File: src/design/assert_macros.svh
// Assertion macros shared by the RTL.
// No dependencies; compiled out when SYNTH is defined.
`ifndef ASSERT_MACROS_SVH
`define ASSERT_MACROS_SVH

`ifndef SYNTH
`define SAL_ASSERT_IMPL(label, clk, rst, ante, cons) \
   label: assert property (@(posedge clk) disable iff (rst) (ante) |-> (cons)) \
      else $error("assertion failed");
`define SAL_ASSERT_NEXT(label, clk, rst, ante, cons) \
   label: assert property (@(posedge clk) disable iff (rst) (ante) |=> (cons)) \
      else $error("assertion failed");
`else
`define SAL_ASSERT_IMPL(label, clk, rst, ante, cons)
`define SAL_ASSERT_NEXT(label, clk, rst, ante, cons)
`endif

`endif

File: src/design/sal_pkg.sv
// Shared types and constants of the shelf atlas allocator.
// No dependencies.
package sal_pkg;

   localparam int SIDE_LIMIT = 16384;
   localparam int SIDE_W     = 15;
   localparam int POS_W      = 14;
   localparam int RECT_W     = 14;
   localparam int PAD_W      = 8;
   localparam int CFG_W      = 14;
   localparam int IDX_W      = 2;
   localparam int MIN_SIDE   = 16;

   localparam logic [IDX_W-1:0] CSR_PADDING      = 2'd0;
   localparam logic [IDX_W-1:0] CSR_INITIAL_SIDE = 2'd1;
   localparam logic [IDX_W-1:0] CSR_MAX_SIDE     = 2'd2;

   localparam logic [PAD_W-1:0]  PADDING_RST = 8'd1;
   localparam logic [CFG_W-1:0]  INIT_RST    = 14'd256;
   localparam logic [CFG_W-1:0]  MAX_RST     = 14'd4096;
   localparam logic [SIDE_W-1:0] SIDE_RST    = 15'd256;

   localparam logic [SIDE_W-1:0] LIMIT_V = SIDE_W'(SIDE_LIMIT);
   localparam logic [SIDE_W-1:0] MIN_V   = SIDE_W'(MIN_SIDE);

   typedef enum logic [1:0] {
      ST_IDLE,
      ST_WORK,
      ST_SEND
   } state_type;

   typedef struct packed {
      logic load;
      logic restart;
      logic place;
      logic new_shelf;
      logic grow;
      logic fail;
      logic publish;
   } cmd_type;

   typedef struct packed {
      logic is_restart;
      logic fits;
      logic shelf_ok;
      logic grow_ok;
   } status_type;

   function automatic logic [SIDE_W-1:0] doubled(input logic [SIDE_W-1:0] s);
      logic [SIDE_W:0] d;
      d = {s, 1'b0};
      return (d > {1'b0, LIMIT_V}) ? LIMIT_V : d[SIDE_W-1:0];
   endfunction

endpackage

File: src/design/sal_channels.sv
// Handshake interfaces for the request, response and register channels.
// Depends on sal_pkg.
interface sal_req_if;
   logic                         valid;
   logic                         ready;
   logic                         kind;
   logic [sal_pkg::RECT_W-1:0]   rect_w;
   logic [sal_pkg::RECT_W-1:0]   rect_h;
   modport source (output valid, kind, rect_w, rect_h, input ready);
   modport sink (input valid, kind, rect_w, rect_h, output ready);
endinterface

interface sal_rsp_if;
   logic                         valid;
   logic                         ready;
   logic                         placed;
   logic [sal_pkg::POS_W-1:0]    pos_x;
   logic [sal_pkg::POS_W-1:0]    pos_y;
   logic [sal_pkg::SIDE_W-1:0]   atlas_w;
   logic [sal_pkg::SIDE_W-1:0]   atlas_h;
   logic                         grew;
   modport source (output valid, placed, pos_x, pos_y, atlas_w, atlas_h, grew, input ready);
   modport sink (input valid, placed, pos_x, pos_y, atlas_w, atlas_h, grew, output ready);
endinterface

interface sal_csr_if;
   logic                         valid;
   logic                         ready;
   logic [sal_pkg::IDX_W-1:0]    reg_index;
   logic [sal_pkg::CFG_W-1:0]    wdata;
   modport source (output valid, reg_index, wdata, input ready);
   modport sink (input valid, reg_index, wdata, output ready);
endinterface

File: src/design/sal_ctrl.sv
// Sequencer of the allocator: accepts items, steps the datapath, hands off results.
// Depends on sal_pkg.
module sal_ctrl (
   input  logic                clock,
   input  logic                reset,
   input  logic                req_valid,
   output logic                req_ready,
   output logic                rsp_valid,
   input  logic                rsp_ready,
   input  sal_pkg::status_type sts,
   output sal_pkg::cmd_type    cmd
);

   sal_pkg::state_type state_ff, state_in;
   logic               rsp_valid_ff, rsp_valid_in;
   logic               send_free;

   assign send_free = !rsp_valid_ff || rsp_ready;

   always_comb begin
      state_in = state_ff;
      unique case (state_ff)
         sal_pkg::ST_IDLE: begin
            if (req_valid) state_in = sal_pkg::ST_WORK;
         end
         sal_pkg::ST_WORK: begin
            if (sts.is_restart || sts.fits || (!sts.shelf_ok && !sts.grow_ok))
               state_in = sal_pkg::ST_SEND;
         end
         sal_pkg::ST_SEND: begin
            if (send_free) state_in = sal_pkg::ST_IDLE;
         end
         default: state_in = sal_pkg::ST_IDLE;
      endcase
   end

   always_comb begin
      cmd       = '0;
      req_ready = 1'b0;
      unique case (state_ff)
         sal_pkg::ST_IDLE: begin
            req_ready = 1'b1;
            cmd.load  = req_valid;
         end
         sal_pkg::ST_WORK: begin
            priority if (sts.is_restart) cmd.restart   = 1'b1;
            else if (sts.fits)           cmd.place     = 1'b1;
            else if (sts.shelf_ok)       cmd.new_shelf = 1'b1;
            else if (sts.grow_ok)        cmd.grow      = 1'b1;
            else                         cmd.fail      = 1'b1;
         end
         sal_pkg::ST_SEND: begin
            cmd.publish = send_free;
         end
         default: cmd = '0;
      endcase
   end

   assign rsp_valid_in = cmd.publish ? 1'b1 : (rsp_ready ? 1'b0 : rsp_valid_ff);
   assign rsp_valid    = rsp_valid_ff;

   always_ff @(posedge clock) begin
      if (reset) begin
         state_ff     <= sal_pkg::ST_IDLE;
         rsp_valid_ff <= 1'b0;
      end else begin
         state_ff     <= state_in;
         rsp_valid_ff <= rsp_valid_in;
      end
   end

endmodule

File: src/design/sal_datapath.sv
// Datapath of the allocator: registers, shelf state, fit and growth checks,
// result register. Depends on sal_pkg.
module sal_datapath (
   input  logic                          clock,
   input  logic                          reset,
   input  logic                          req_kind,
   input  logic [sal_pkg::RECT_W-1:0]    req_rect_w,
   input  logic [sal_pkg::RECT_W-1:0]    req_rect_h,
   input  logic                          csr_write,
   input  logic [sal_pkg::IDX_W-1:0]     csr_reg_index,
   input  logic [sal_pkg::CFG_W-1:0]     csr_wdata,
   input  sal_pkg::cmd_type              cmd,
   output sal_pkg::status_type           sts,
   output logic                          rsp_placed,
   output logic [sal_pkg::POS_W-1:0]     rsp_pos_x,
   output logic [sal_pkg::POS_W-1:0]     rsp_pos_y,
   output logic [sal_pkg::SIDE_W-1:0]    rsp_atlas_w,
   output logic [sal_pkg::SIDE_W-1:0]    rsp_atlas_h,
   output logic                          rsp_grew
);

   localparam int SW = sal_pkg::SIDE_W;

   logic [sal_pkg::PAD_W-1:0] padding_ff;
   logic [sal_pkg::CFG_W-1:0] init_side_ff, max_side_ff;

   logic [SW-1:0] pen_x_ff, shelf_top_ff, shelf_h_ff, side_w_ff, side_h_ff;
   logic [SW-1:0] need_w_ff, need_h_ff, old_w_ff, old_h_ff;
   logic          kind_ff;
   logic          res_placed_ff;
   logic [SW-1:0] res_x_ff, res_y_ff;

   logic          out_placed_ff, out_grew_ff;
   logic [sal_pkg::POS_W-1:0] out_x_ff, out_y_ff;
   logic [SW-1:0] out_w_ff, out_h_ff;

   logic [SW-1:0] init_c, eff_init, max_c, eff_max;
   logic [SW:0]   pen_end, row_end;
   logic [SW+1:0] shelf_end;
   logic [SW-1:0] nw, nh, new_shelf_h;
   logic          at_max;

   // effective initial and maximum sides
   always_comb begin
      init_c   = SW'(init_side_ff);
      eff_init = (init_c < sal_pkg::MIN_V) ? sal_pkg::MIN_V : init_c;
      if (eff_init > sal_pkg::LIMIT_V) eff_init = sal_pkg::LIMIT_V;
      max_c    = SW'(max_side_ff);
      eff_max  = (max_c < eff_init) ? eff_init : max_c;
      if (eff_max > sal_pkg::LIMIT_V) eff_max = sal_pkg::LIMIT_V;
   end

   assign pen_end   = {1'b0, pen_x_ff} + {1'b0, need_w_ff};
   assign row_end   = {1'b0, shelf_top_ff} + {1'b0, need_h_ff};
   assign shelf_end = {2'b00, shelf_top_ff} + {2'b00, shelf_h_ff} + {2'b00, need_h_ff};

   always_comb begin
      at_max = (side_w_ff >= eff_max && side_h_ff >= eff_max) ||
               (side_w_ff >= sal_pkg::LIMIT_V && side_h_ff >= sal_pkg::LIMIT_V);
      nw = (side_w_ff <= side_h_ff && side_w_ff < eff_max) ?
           sal_pkg::doubled(side_w_ff) : side_w_ff;
      nh = (nw == side_w_ff) ? sal_pkg::doubled(side_h_ff) : side_h_ff;
   end

   assign new_shelf_h = (need_h_ff > shelf_h_ff) ? need_h_ff : shelf_h_ff;

   assign sts.is_restart = kind_ff;
   assign sts.fits       = (pen_end <= {1'b0, side_w_ff}) && (row_end <= {1'b0, side_h_ff});
   assign sts.shelf_ok   = (pen_x_ff != '0) && (need_w_ff <= side_w_ff) &&
                           (shelf_end <= {2'b00, side_h_ff});
   assign sts.grow_ok    = !at_max && ((nw != side_w_ff) || (nh != side_h_ff));

   always_ff @(posedge clock) begin
      if (reset) begin
         padding_ff   <= sal_pkg::PADDING_RST;
         init_side_ff <= sal_pkg::INIT_RST;
         max_side_ff  <= sal_pkg::MAX_RST;
      end else if (csr_write) begin
         unique case (csr_reg_index)
            sal_pkg::CSR_PADDING:      padding_ff   <= csr_wdata[sal_pkg::PAD_W-1:0];
            sal_pkg::CSR_INITIAL_SIDE: init_side_ff <= csr_wdata;
            sal_pkg::CSR_MAX_SIDE:     max_side_ff  <= csr_wdata;
            default: ;
         endcase
      end
   end

   always_ff @(posedge clock) begin
      if (reset) begin
         pen_x_ff     <= '0;
         shelf_top_ff <= '0;
         shelf_h_ff   <= '0;
         side_w_ff    <= sal_pkg::SIDE_RST;
         side_h_ff    <= sal_pkg::SIDE_RST;
      end else begin
         if (cmd.restart) begin
            pen_x_ff     <= '0;
            shelf_top_ff <= '0;
            shelf_h_ff   <= '0;
            side_w_ff    <= eff_init;
            side_h_ff    <= eff_init;
         end
         if (cmd.place) begin
            pen_x_ff   <= pen_end[SW-1:0];
            shelf_h_ff <= new_shelf_h;
         end
         if (cmd.new_shelf) begin
            shelf_top_ff <= shelf_top_ff + shelf_h_ff;
            pen_x_ff     <= '0;
            shelf_h_ff   <= '0;
         end
         if (cmd.grow) begin
            side_w_ff <= nw;
            side_h_ff <= nh;
         end
      end
   end

   always_ff @(posedge clock) begin
      if (cmd.load) begin
         kind_ff   <= req_kind;
         need_w_ff <= SW'(req_rect_w) + SW'(padding_ff);
         need_h_ff <= SW'(req_rect_h) + SW'(padding_ff);
         old_w_ff  <= side_w_ff;
         old_h_ff  <= side_h_ff;
      end
      if (cmd.place) begin
         res_placed_ff <= 1'b1;
         res_x_ff      <= pen_x_ff;
         res_y_ff      <= shelf_top_ff;
      end
      if (cmd.fail || cmd.restart) begin
         res_placed_ff <= 1'b0;
         res_x_ff      <= '0;
         res_y_ff      <= '0;
      end
      if (cmd.publish) begin
         out_placed_ff <= res_placed_ff;
         out_x_ff      <= res_x_ff[sal_pkg::POS_W-1:0];
         out_y_ff      <= res_y_ff[sal_pkg::POS_W-1:0];
         out_w_ff      <= side_w_ff;
         out_h_ff      <= side_h_ff;
         out_grew_ff   <= (side_w_ff != old_w_ff) || (side_h_ff != old_h_ff);
      end
   end

   assign rsp_placed  = out_placed_ff;
   assign rsp_pos_x   = out_x_ff;
   assign rsp_pos_y   = out_y_ff;
   assign rsp_atlas_w = out_w_ff;
   assign rsp_atlas_h = out_h_ff;
   assign rsp_grew    = out_grew_ff;

endmodule

File: src/design/shelf_atlas_allocator_unit.sv
// Top level of the shelf atlas allocator: sequencer plus datapath.
// Depends on sal_pkg, sal_channels, sal_ctrl, sal_datapath, assert_macros.svh.
//
// Usage:
//   req_chan carries one item: kind 0 allocates a rect_w x rect_h rectangle
//   (both grown by the padding register), kind 1 restarts the atlas.
//   rsp_chan returns exactly one result per item: placed, pos_x, pos_y,
//   atlas_w, atlas_h and grew. csr_chan writes padding (index 0),
//   initial_side (1) and max_side (2); it is always ready. It must be written
//   only while the block is idle; the block itself does not enforce this.
//   Sequence: after an item is accepted the sequencer works in steps (a
//   placement try, a new shelf, or one doubling of the atlas), then loads
//   the output register; each extra new shelf or doubling adds a step.
//   The next item is taken only after the result is loaded, so a new item
//   is not accepted before the last one is through.
//   A result waiting in the output register does not block the next item;
//   if rsp_ready stays low the following result waits in the sequencer.
//   Reset (synchronous): registers back to padding 1, initial 256, max 4096,
//   shelves cleared, atlas 256 x 256, no result pending.
`include "assert_macros.svh"

module shelf_atlas_allocator_unit (
   input  logic      clock,
   input  logic      reset,
   sal_req_if.sink   req_chan,
   sal_rsp_if.source rsp_chan,
   sal_csr_if.sink   csr_chan
);

   sal_pkg::cmd_type    cmd;
   sal_pkg::status_type sts;

   assign csr_chan.ready = 1'b1;

   sal_ctrl u_ctrl (
      .clock     (clock),
      .reset     (reset),
      .req_valid (req_chan.valid),
      .req_ready (req_chan.ready),
      .rsp_valid (rsp_chan.valid),
      .rsp_ready (rsp_chan.ready),
      .sts       (sts),
      .cmd       (cmd)
   );

   sal_datapath u_datapath (
      .clock         (clock),
      .reset         (reset),
      .req_kind      (req_chan.kind),
      .req_rect_w    (req_chan.rect_w),
      .req_rect_h    (req_chan.rect_h),
      .csr_write     (csr_chan.valid),
      .csr_reg_index (csr_chan.reg_index),
      .csr_wdata     (csr_chan.wdata),
      .cmd           (cmd),
      .sts           (sts),
      .rsp_placed    (rsp_chan.placed),
      .rsp_pos_x     (rsp_chan.pos_x),
      .rsp_pos_y     (rsp_chan.pos_y),
      .rsp_atlas_w   (rsp_chan.atlas_w),
      .rsp_atlas_h   (rsp_chan.atlas_h),
      .rsp_grew      (rsp_chan.grew)
   );

   `SAL_ASSERT_IMPL(a_fail_zero_pos, clock, reset, rsp_chan.valid && !rsp_chan.placed, (rsp_chan.pos_x == '0) && (rsp_chan.pos_y == '0))
   `SAL_ASSERT_IMPL(a_pos_in_atlas, clock, reset, rsp_chan.valid && rsp_chan.placed, (rsp_chan.pos_x <= rsp_chan.atlas_w) && (rsp_chan.pos_y <= rsp_chan.atlas_h))
   `SAL_ASSERT_NEXT(a_busy_after_take, clock, reset, req_chan.valid && req_chan.ready, !req_chan.ready)

endmodule

File: src/flat_wrapper.sv
// flat-port wrapper written by rule: the top's interface ports become plain ports
module shelf_atlas_allocator_unit_flat 
  (clock, reset, req_chan_valid, req_chan_kind, req_chan_rect_w, req_chan_rect_h, req_chan_ready, rsp_chan_valid, rsp_chan_placed, rsp_chan_pos_x, rsp_chan_pos_y, rsp_chan_atlas_w, rsp_chan_atlas_h, rsp_chan_grew, rsp_chan_ready, csr_chan_valid, csr_chan_reg_index, csr_chan_wdata, csr_chan_ready);
  sal_req_if req_chan_i ();
  sal_rsp_if rsp_chan_i ();
  sal_csr_if csr_chan_i ();
  input  logic clock;
  input  logic reset;
  input wire logic [$bits(req_chan_i.valid)-1:0] req_chan_valid;
  input wire logic [$bits(req_chan_i.kind)-1:0] req_chan_kind;
  input wire logic [$bits(req_chan_i.rect_w)-1:0] req_chan_rect_w;
  input wire logic [$bits(req_chan_i.rect_h)-1:0] req_chan_rect_h;
  output wire logic [$bits(req_chan_i.ready)-1:0] req_chan_ready;
  output wire logic [$bits(rsp_chan_i.valid)-1:0] rsp_chan_valid;
  output wire logic [$bits(rsp_chan_i.placed)-1:0] rsp_chan_placed;
  output wire logic [$bits(rsp_chan_i.pos_x)-1:0] rsp_chan_pos_x;
  output wire logic [$bits(rsp_chan_i.pos_y)-1:0] rsp_chan_pos_y;
  output wire logic [$bits(rsp_chan_i.atlas_w)-1:0] rsp_chan_atlas_w;
  output wire logic [$bits(rsp_chan_i.atlas_h)-1:0] rsp_chan_atlas_h;
  output wire logic [$bits(rsp_chan_i.grew)-1:0] rsp_chan_grew;
  input wire logic [$bits(rsp_chan_i.ready)-1:0] rsp_chan_ready;
  input wire logic [$bits(csr_chan_i.valid)-1:0] csr_chan_valid;
  input wire logic [$bits(csr_chan_i.reg_index)-1:0] csr_chan_reg_index;
  input wire logic [$bits(csr_chan_i.wdata)-1:0] csr_chan_wdata;
  output wire logic [$bits(csr_chan_i.ready)-1:0] csr_chan_ready;
  assign req_chan_i.valid = req_chan_valid;
  assign req_chan_i.kind = req_chan_kind;
  assign req_chan_i.rect_w = req_chan_rect_w;
  assign req_chan_i.rect_h = req_chan_rect_h;
  assign req_chan_ready = req_chan_i.ready;
  assign rsp_chan_valid = rsp_chan_i.valid;
  assign rsp_chan_placed = rsp_chan_i.placed;
  assign rsp_chan_pos_x = rsp_chan_i.pos_x;
  assign rsp_chan_pos_y = rsp_chan_i.pos_y;
  assign rsp_chan_atlas_w = rsp_chan_i.atlas_w;
  assign rsp_chan_atlas_h = rsp_chan_i.atlas_h;
  assign rsp_chan_grew = rsp_chan_i.grew;
  assign rsp_chan_i.ready = rsp_chan_ready;
  assign csr_chan_i.valid = csr_chan_valid;
  assign csr_chan_i.reg_index = csr_chan_reg_index;
  assign csr_chan_i.wdata = csr_chan_wdata;
  assign csr_chan_ready = csr_chan_i.ready;
  shelf_atlas_allocator_unit u_core (.clock(clock), .reset(reset), .req_chan(req_chan_i), .rsp_chan(rsp_chan_i), .csr_chan(csr_chan_i));
endmodule
File: config.mk
export PLATFORM = sky130hd
export DESIGN_NAME = shelf_atlas_allocator_unit_flat
export DESIGN_NICKNAME = d
export VERILOG_FILES = /design/src/design/sal_pkg.sv /design/src/design/sal_channels.sv /design/src/design/sal_ctrl.sv /design/src/design/sal_datapath.sv /design/src/design/shelf_atlas_allocator_unit.sv /design/src/flat_wrapper.sv
export VERILOG_INCLUDE_DIRS = /design/src /design/src/design
export SDC_FILE = /design/constraint.sdc
export NUM_CORES = 1
export LEC_CHECK = 0
export ABC_AREA = 1
export ABC_CLOCK_PERIOD_IN_PS = 19600
export BUFFER_PORTS_ARGS = -buffer_cell sky130_fd_sc_hd__buf_2
export CELL_PAD_IN_SITES_DETAIL_PLACEMENT = 0
export CELL_PAD_IN_SITES_GLOBAL_PLACEMENT = 1
export CORE_MARGIN = 5
export CORE_UTILIZATION = 42
export CTS_BUF_LIST = sky130_fd_sc_hd__clkbuf_4 sky130_fd_sc_hd__clkbuf_8
export CTS_CLUSTER_DIAMETER = 120
export DETAILED_ROUTE_END_ITERATION = 8
export PLACE_DENSITY_LB_ADDON = 0.08
export REMOVE_ABC_BUFFERS = 1
export SLEW_MARGIN = 20
export SYNTH_ARGS = -nofsm -noshare
export SYNTH_HDL_FRONTEND = slang
export SYNTH_SLANG_ARGS = --single-unit
File: constraint.sdc
create_clock -name clock -period 19.6 [get_ports clock]
set_input_delay 0 -clock clock [delete_from_list [all_inputs] [get_ports clock]]
set_output_delay 0 -clock clock [all_outputs]
set_load 0.02 [all_outputs]
## Word level (Yosys, flattened, before mapping)

Cells that the tools add are included.

- Bits in read-only memories: 0
- Register bits: 264
- Bits in writable memories: 0
- Memories: 0
- Input bits: 50
- Bits in latches: 0
- Word-level logic and storage cells: 127

- $add $sub $neg: 7
- Multiply operators: 0
- Reduce and logical (&&, ||, !) cells: 32
- Div/mod/pow operators: 0
- Order comparisons: 17
- Multiplexer cells: 34
- Shift-type cells: 0
- Equal/unequal tests: 13
- Bitwise logic cells: 0

Operator list:

| operator | number |
|---|---|
| 15-bit two-way mux | 15 |
| 15-bit inequality test | 4 |
| 15-bit by 15-bit adder with 16-bit output | 3 |
| 16-bit by 15-bit > comparator with 1-bit output, second input constant | 2 |
| 16-bit by 15-bit less-or-equal comparator with 1-bit output | 2 |
| 14-bit by 8-bit adder with 15-bit output | 2 |
| 15-bit greater-or-equal comparator | 2 |
| 15-bit greater-or-equal comparator, second input constant | 2 |
| 15-bit less-or-equal comparator | 2 |
| 16-bit by 15-bit adder with 17-bit output | 1 |
| 17-bit by 15-bit less-or-equal comparator with 1-bit output | 1 |
| 15-bit adder | 1 |
| 15-bit == test | 1 |
| 14-bit by 15-bit > comparator with 1-bit output, second input constant | 1 |
| 15-bit > comparator | 1 |
| 15-bit > comparator, second input constant | 1 |
| 14-bit by 15-bit < comparator with 1-bit output | 1 |
| 15-bit < comparator | 1 |
| 15-bit nonzero test | 1 |
| 14-bit by 5-bit < comparator with 1-bit output, second input constant | 1 |
| 14-bit two-way mux | 1 |
| 1-bit two-way mux | 10 |
| 1-bit logical AND | 8 |
| 2-bit two-way mux | 4 |
| 14 further kinds | 35 |

## Depth between registers and ports, before layout

- Word-level depth: 23
- Mapped depth: 48
- Mapped depth without buffers: 44

## Modules after synthesis

A second synthesis with hierarchy kept.

- Cells, all modules: 2003
- Area, all modules: 16881.2 um^2

By module, submodules not included:

| module | area each (um^2) | times used | cells each |
|---|---|---|---|
| sal_datapath | 16662.2 | 1 | 1966 |
| sal_ctrl | 207.7 | 1 | 35 |
| shelf_atlas_allocator_unit | 11.3 | 1 | 2 |

## Worst setup path before layout

No wires, ideal clock.

- Kind: reg-to-reg
- Start: register, netlist name u_core.u_datapath.init_side_ff[6]
- End: register u_core.u_datapath.kind_ff, enable pin
- Buffers on the path: 4
- Setup slack: 12065 ps
- Cell stages (with the launch flop): 41
- Data required time: 19120 ps
- Data arrival time: 7055 ps
- Path through: dfxtp_1 -> nor2_1 -> nand2_1 -> nor2_2 -> nand2_2 -> inv_1 -> nor2_1 -> ha_1 -> a21oi_1 -> nor2_1 -> a211oi_1 -> nand2_1 -> nand2_2 -> nand2_4 -> buf_6 -> clkbuf_1 -> nand2_1 -> o21ai_0 -> [... 5 more ...] -> nand2_1 -> nand3_4 -> inv_2 -> buf_6 -> nand3_1 -> nand2_1 -> nor2_1 -> nand2_1 -> nor2_4 -> buf_6 -> o211ai_2 -> nor2_1 -> nand2_1 -> nor2_2 -> nand3_4 -> nand2_1 -> o21ai_0 -> nor2_1

RTL lines:

| what | line | text |
|---|---|---|
| to (signal assigned) | sal_datapath.sv:121 | `kind_ff <= req_kind;` |
| to (decl) | sal_datapath.sv:29 | `logic kind_ff;` |

==> reports/metrics.cfg <==
[logic_synthesis]
synth_xor_area_share_pct = 4.32
avgSynthCellArea_um2 = 8.13
synth-adder-area-share_pct = 16.4
synth_flop_cell = dfxtp_1
synth_top_family_by_area = simple AND/OR/NAND/NOR gates
syn_area_um2 = 17200
synth_compound_area_share_pct = 13.0
ys_types = 55
yosysWarnings = 0
synth-simple-area-share_pct = 21.6
synth_edf_count = 121
syn_inst = 2120
synth_seq_cells = 264
synthMuxAreaShare_pct = 0
ys_seq_area_share_pct = 37.7
postSynth.asyncResetShare_pct = 0

[routing]
wl_um = 53700
detail-route-antenna-nets = 0
drc = 0
first_pass_iters = 5
drtIter0Drc = 1026
viasPerCell = 5.18
wl_per_cell_um = 18.5
via_count = 15010

[worst_setup_path]
crit_path_max_fanout = 61
worst-setup-path-type = reg2reg
r2r_end = u_core.u_datapath.old_w_ff[8]$_DFFE_PP_
required_ns = 19.85
crit_path_end_kind = flip-flop
cp_slowest_cell = a211oi_2
cp.depth = 30
worst_setup_path_start_kind = flip-flop
worst-path-buf-inv = 4
cp_top_family = simple AND/OR/NAND/NOR gates
crit_path_max_incr_delay_ns = 0.76
arrival_ns = 7.78
rr_worst_depth = 30
worstSetupEndpoint = u_core.u_datapath.old_w_ff[8]$_DFFE_PP_
worst_path_most_repeated_cell = nand2_1
rr_startpoint = u_core.u_datapath.init_side_ff[8]$_SDFFE_PP1P_
crit_path_start = u_core.u_datapath.init_side_ff[8]$_SDFFE_PP1P_
ff2ff_setup_slack_ns = 12.07

[timing]
fin_crit_ns = 7.53
setup_viol = 0
timing.final.hold_violations = 0
worst_pin_slew_ns = 0.972
skew_ns = 0.0305
rsz0062_at_grt = no
fin_setup_tns_ns = 0
finalCritPeriodShare_pct = 38.4
max-slew-margin-rel_pct = 35.1
maxSlewViolCount = 0
fmax_ghz = 0.133

[floorplan]
die_h_um = 213
std_cell_rows = 74
coreArea_um2 = 40700
ioPinCount = 113
die_x_um = 213
start_util_pct = 42.3
die_area_um2 = 45200

[final_layout]
finalInstanceArea_um2 = 20300
final_nets = 2586
utilization_pct = 49.8
fill_cells = 4015
layout_commonest_cell = nand2_1
n_antenna_cell = 0
drive_above_1_share_pct = 11.5
area_growth_syn_to_layout_pct = 17.6
final_cell_mix = 369 x nand2_1, 262 x nor2_1, 225 x inv_1

[clock_network]
clk_path_buf_depth = 3
numCtsBuffers = 49
clk_pin_slew_worst_paths_ns = 0.06
cts_tree = yes
h-tree-depth = 2
cts_root_buf = clkbuf_8
clock_latency_ns = 0.64
cts.sinks = 264

[status]
status = complete, no violations

[global_route]
grt_pass1_wl_um = 82200
first_global_vias = 14453
grt_overflow = 0
antenna_found_initial = 0
grt_util_all_layers_pct = 23.4
grt_max_degree = 62

[placed_design]
place_area_um2 = 18300
place_congestion = 0.883
dp_hpwl_um = 40400
io_buffers = 111

[power]
ir_worst_vdd_mv = 0.0810
power.total_mw = 2.47
leakage_nw = 9.21
powerDensity_nw_per_um2 = 122

[flow_run]
max-cap-violations = 0

[worst_hold_path]
min_path_type = in2reg

## kinds of logic (layout without fill, tap and decap cells)
logic type               Yosys count  in the layout
buffers and inverters            297            540
AO/OA/AOI/OAI                    400            400
flip-flops                       264            264
XOR/XNOR                          85             85
AND/OR/NAND/NOR                  860            860
other                              1              1
adder cells (fa/ha/maj)          213            213
## registers in the layout, indices dropped and copies added (netlist names), 2 cells and up
signal / cells
u_core.u_ctrl.state_ff: 2
u_core.u_datapath.init_side_ff: 14
u_core.u_datapath.max_side_ff: 14
u_core.u_datapath.need_h_ff: 15
u_core.u_datapath.need_w_ff: 15
u_core.u_datapath.old_h_ff: 15
u_core.u_datapath.old_w_ff: 15
u_core.u_datapath.padding_ff: 8
u_core.u_datapath.pen_x_ff: 15
u_core.u_datapath.res_x_ff: 14
u_core.u_datapath.res_y_ff: 14
u_core.u_datapath.rsp_atlas_h: 15
u_core.u_datapath.rsp_atlas_w: 15
u_core.u_datapath.rsp_pos_x: 14
u_core.u_datapath.rsp_pos_y: 14
u_core.u_datapath.shelf_h_ff: 15
u_core.u_datapath.shelf_top_ff: 15
u_core.u_datapath.side_h_ff: 15
u_core.u_datapath.side_w_ff: 15
## metal layers
layer	vias up	wire length [um]	global-route usage (%)
li1	7613	-	-
met1	6984	24900	32.4
met2	346	24200	37.6
met3	67	3500	4.97
met4	0	1100	6.00
met5	-	0	0
## Yosys cell counts, types with 13 or more instances
| library cell | instances | area (um2) |
|---|---|---|
| nor2_1 | 265 | 995 |
| edfxtp_1 | 121 | 3630 |
| nand3_1 | 94 | 470 |
| a21oi_1 | 187 | 936 |
| fa_1 | 21 | 420 |
| xor2_1 | 72 | 631 |
| nand2_1 | 369 | 1390 |
| ha_1 | 192 | 2400 |
| clkbuf_1 | 42 | 158 |
| a31oi_1 | 16 | 100 |
| o21bai_1 | 25 | 188 |
| xnor2_1 | 13 | 114 |
| nand4_1 | 51 | 319 |
| dfxtp_1 | 143 | 2860 |
| nor3_1 | 24 | 120 |
| inv_1 | 225 | 845 |
| nor4_1 | 15 | 93.8 |
| o21ai_0 | 120 | 601 |
## stage by stage
stage / setup WS (ns) / hold WS, ns / instances
finish: 12.07 / 0.152 / 2895
global route: 11.43 / 0.131 / 2895
CTS: 12.07 / 0.104 / 2894
detailed placement: 12.10 / 0.228 / 2722
global placement: 12.31 / 0.242 / 2722
floorplan: 9.37 / 0.0691 / 2062
## layout make-up
| type | count | area [um2] | share of cell area (%) |
|---|---|---|---|
| multi-input combinational | 1559 | 9590 | 47.3 |
| sequential | 264 | 6500 | 32.0 |
| timing repair buffer | 210 | 1510 | 7.44 |
| inverter | 239 | 897 | 4.43 |
| clock buffer | 72 | 891 | 4.39 |
| tap | 532 | 666 | 3.28 |
| clock inverter | 19 | 218 | 1.07 |
## what timing repair did
action / in CTS / in global routing
setup buffers: 0 / 0
hold endpoints to repair: 109 / 0
hold buffers: 81 / 0
gates resized for setup: 0 / 0
## worst min-delay path by stage
stage / from / end / slack [ns] / cells after the start
5_1_grt: req_chan_kind / u_core.u_datapath.kind_ff$_DFFE_PP_ / 0.13 / 2
3_3_place_gp: req_chan_kind / u_core.u_datapath.kind_ff$_DFFE_PP_ / 0.24 / 1
2_1_floorplan: reset / u_core.u_ctrl.rsp_valid$_SDFFE_PP0P_ / 0.07 / 1
3_5_place_dp: req_chan_kind / u_core.u_datapath.kind_ff$_DFFE_PP_ / 0.23 / 1
6_report: req_chan_kind / u_core.u_datapath.kind_ff$_DFFE_PP_ / 0.15 / 2
4_1_cts: req_chan_kind / u_core.u_datapath.kind_ff$_DFFE_PP_ / 0.10 / 2
## report_power, final
| group | total, mW | internal [mW] | switching (mW) |
|---|---|---|---|
| combinational | 1.08 | 0.337 | 0.741 |
| clock | 0.607 | 0.357 | 0.250 |
| sequential | 0.788 | 0.704 | 0.0832 |
| total | 2.47 | 1.40 | 1.07 |
(Power assumes the default switching activity.)
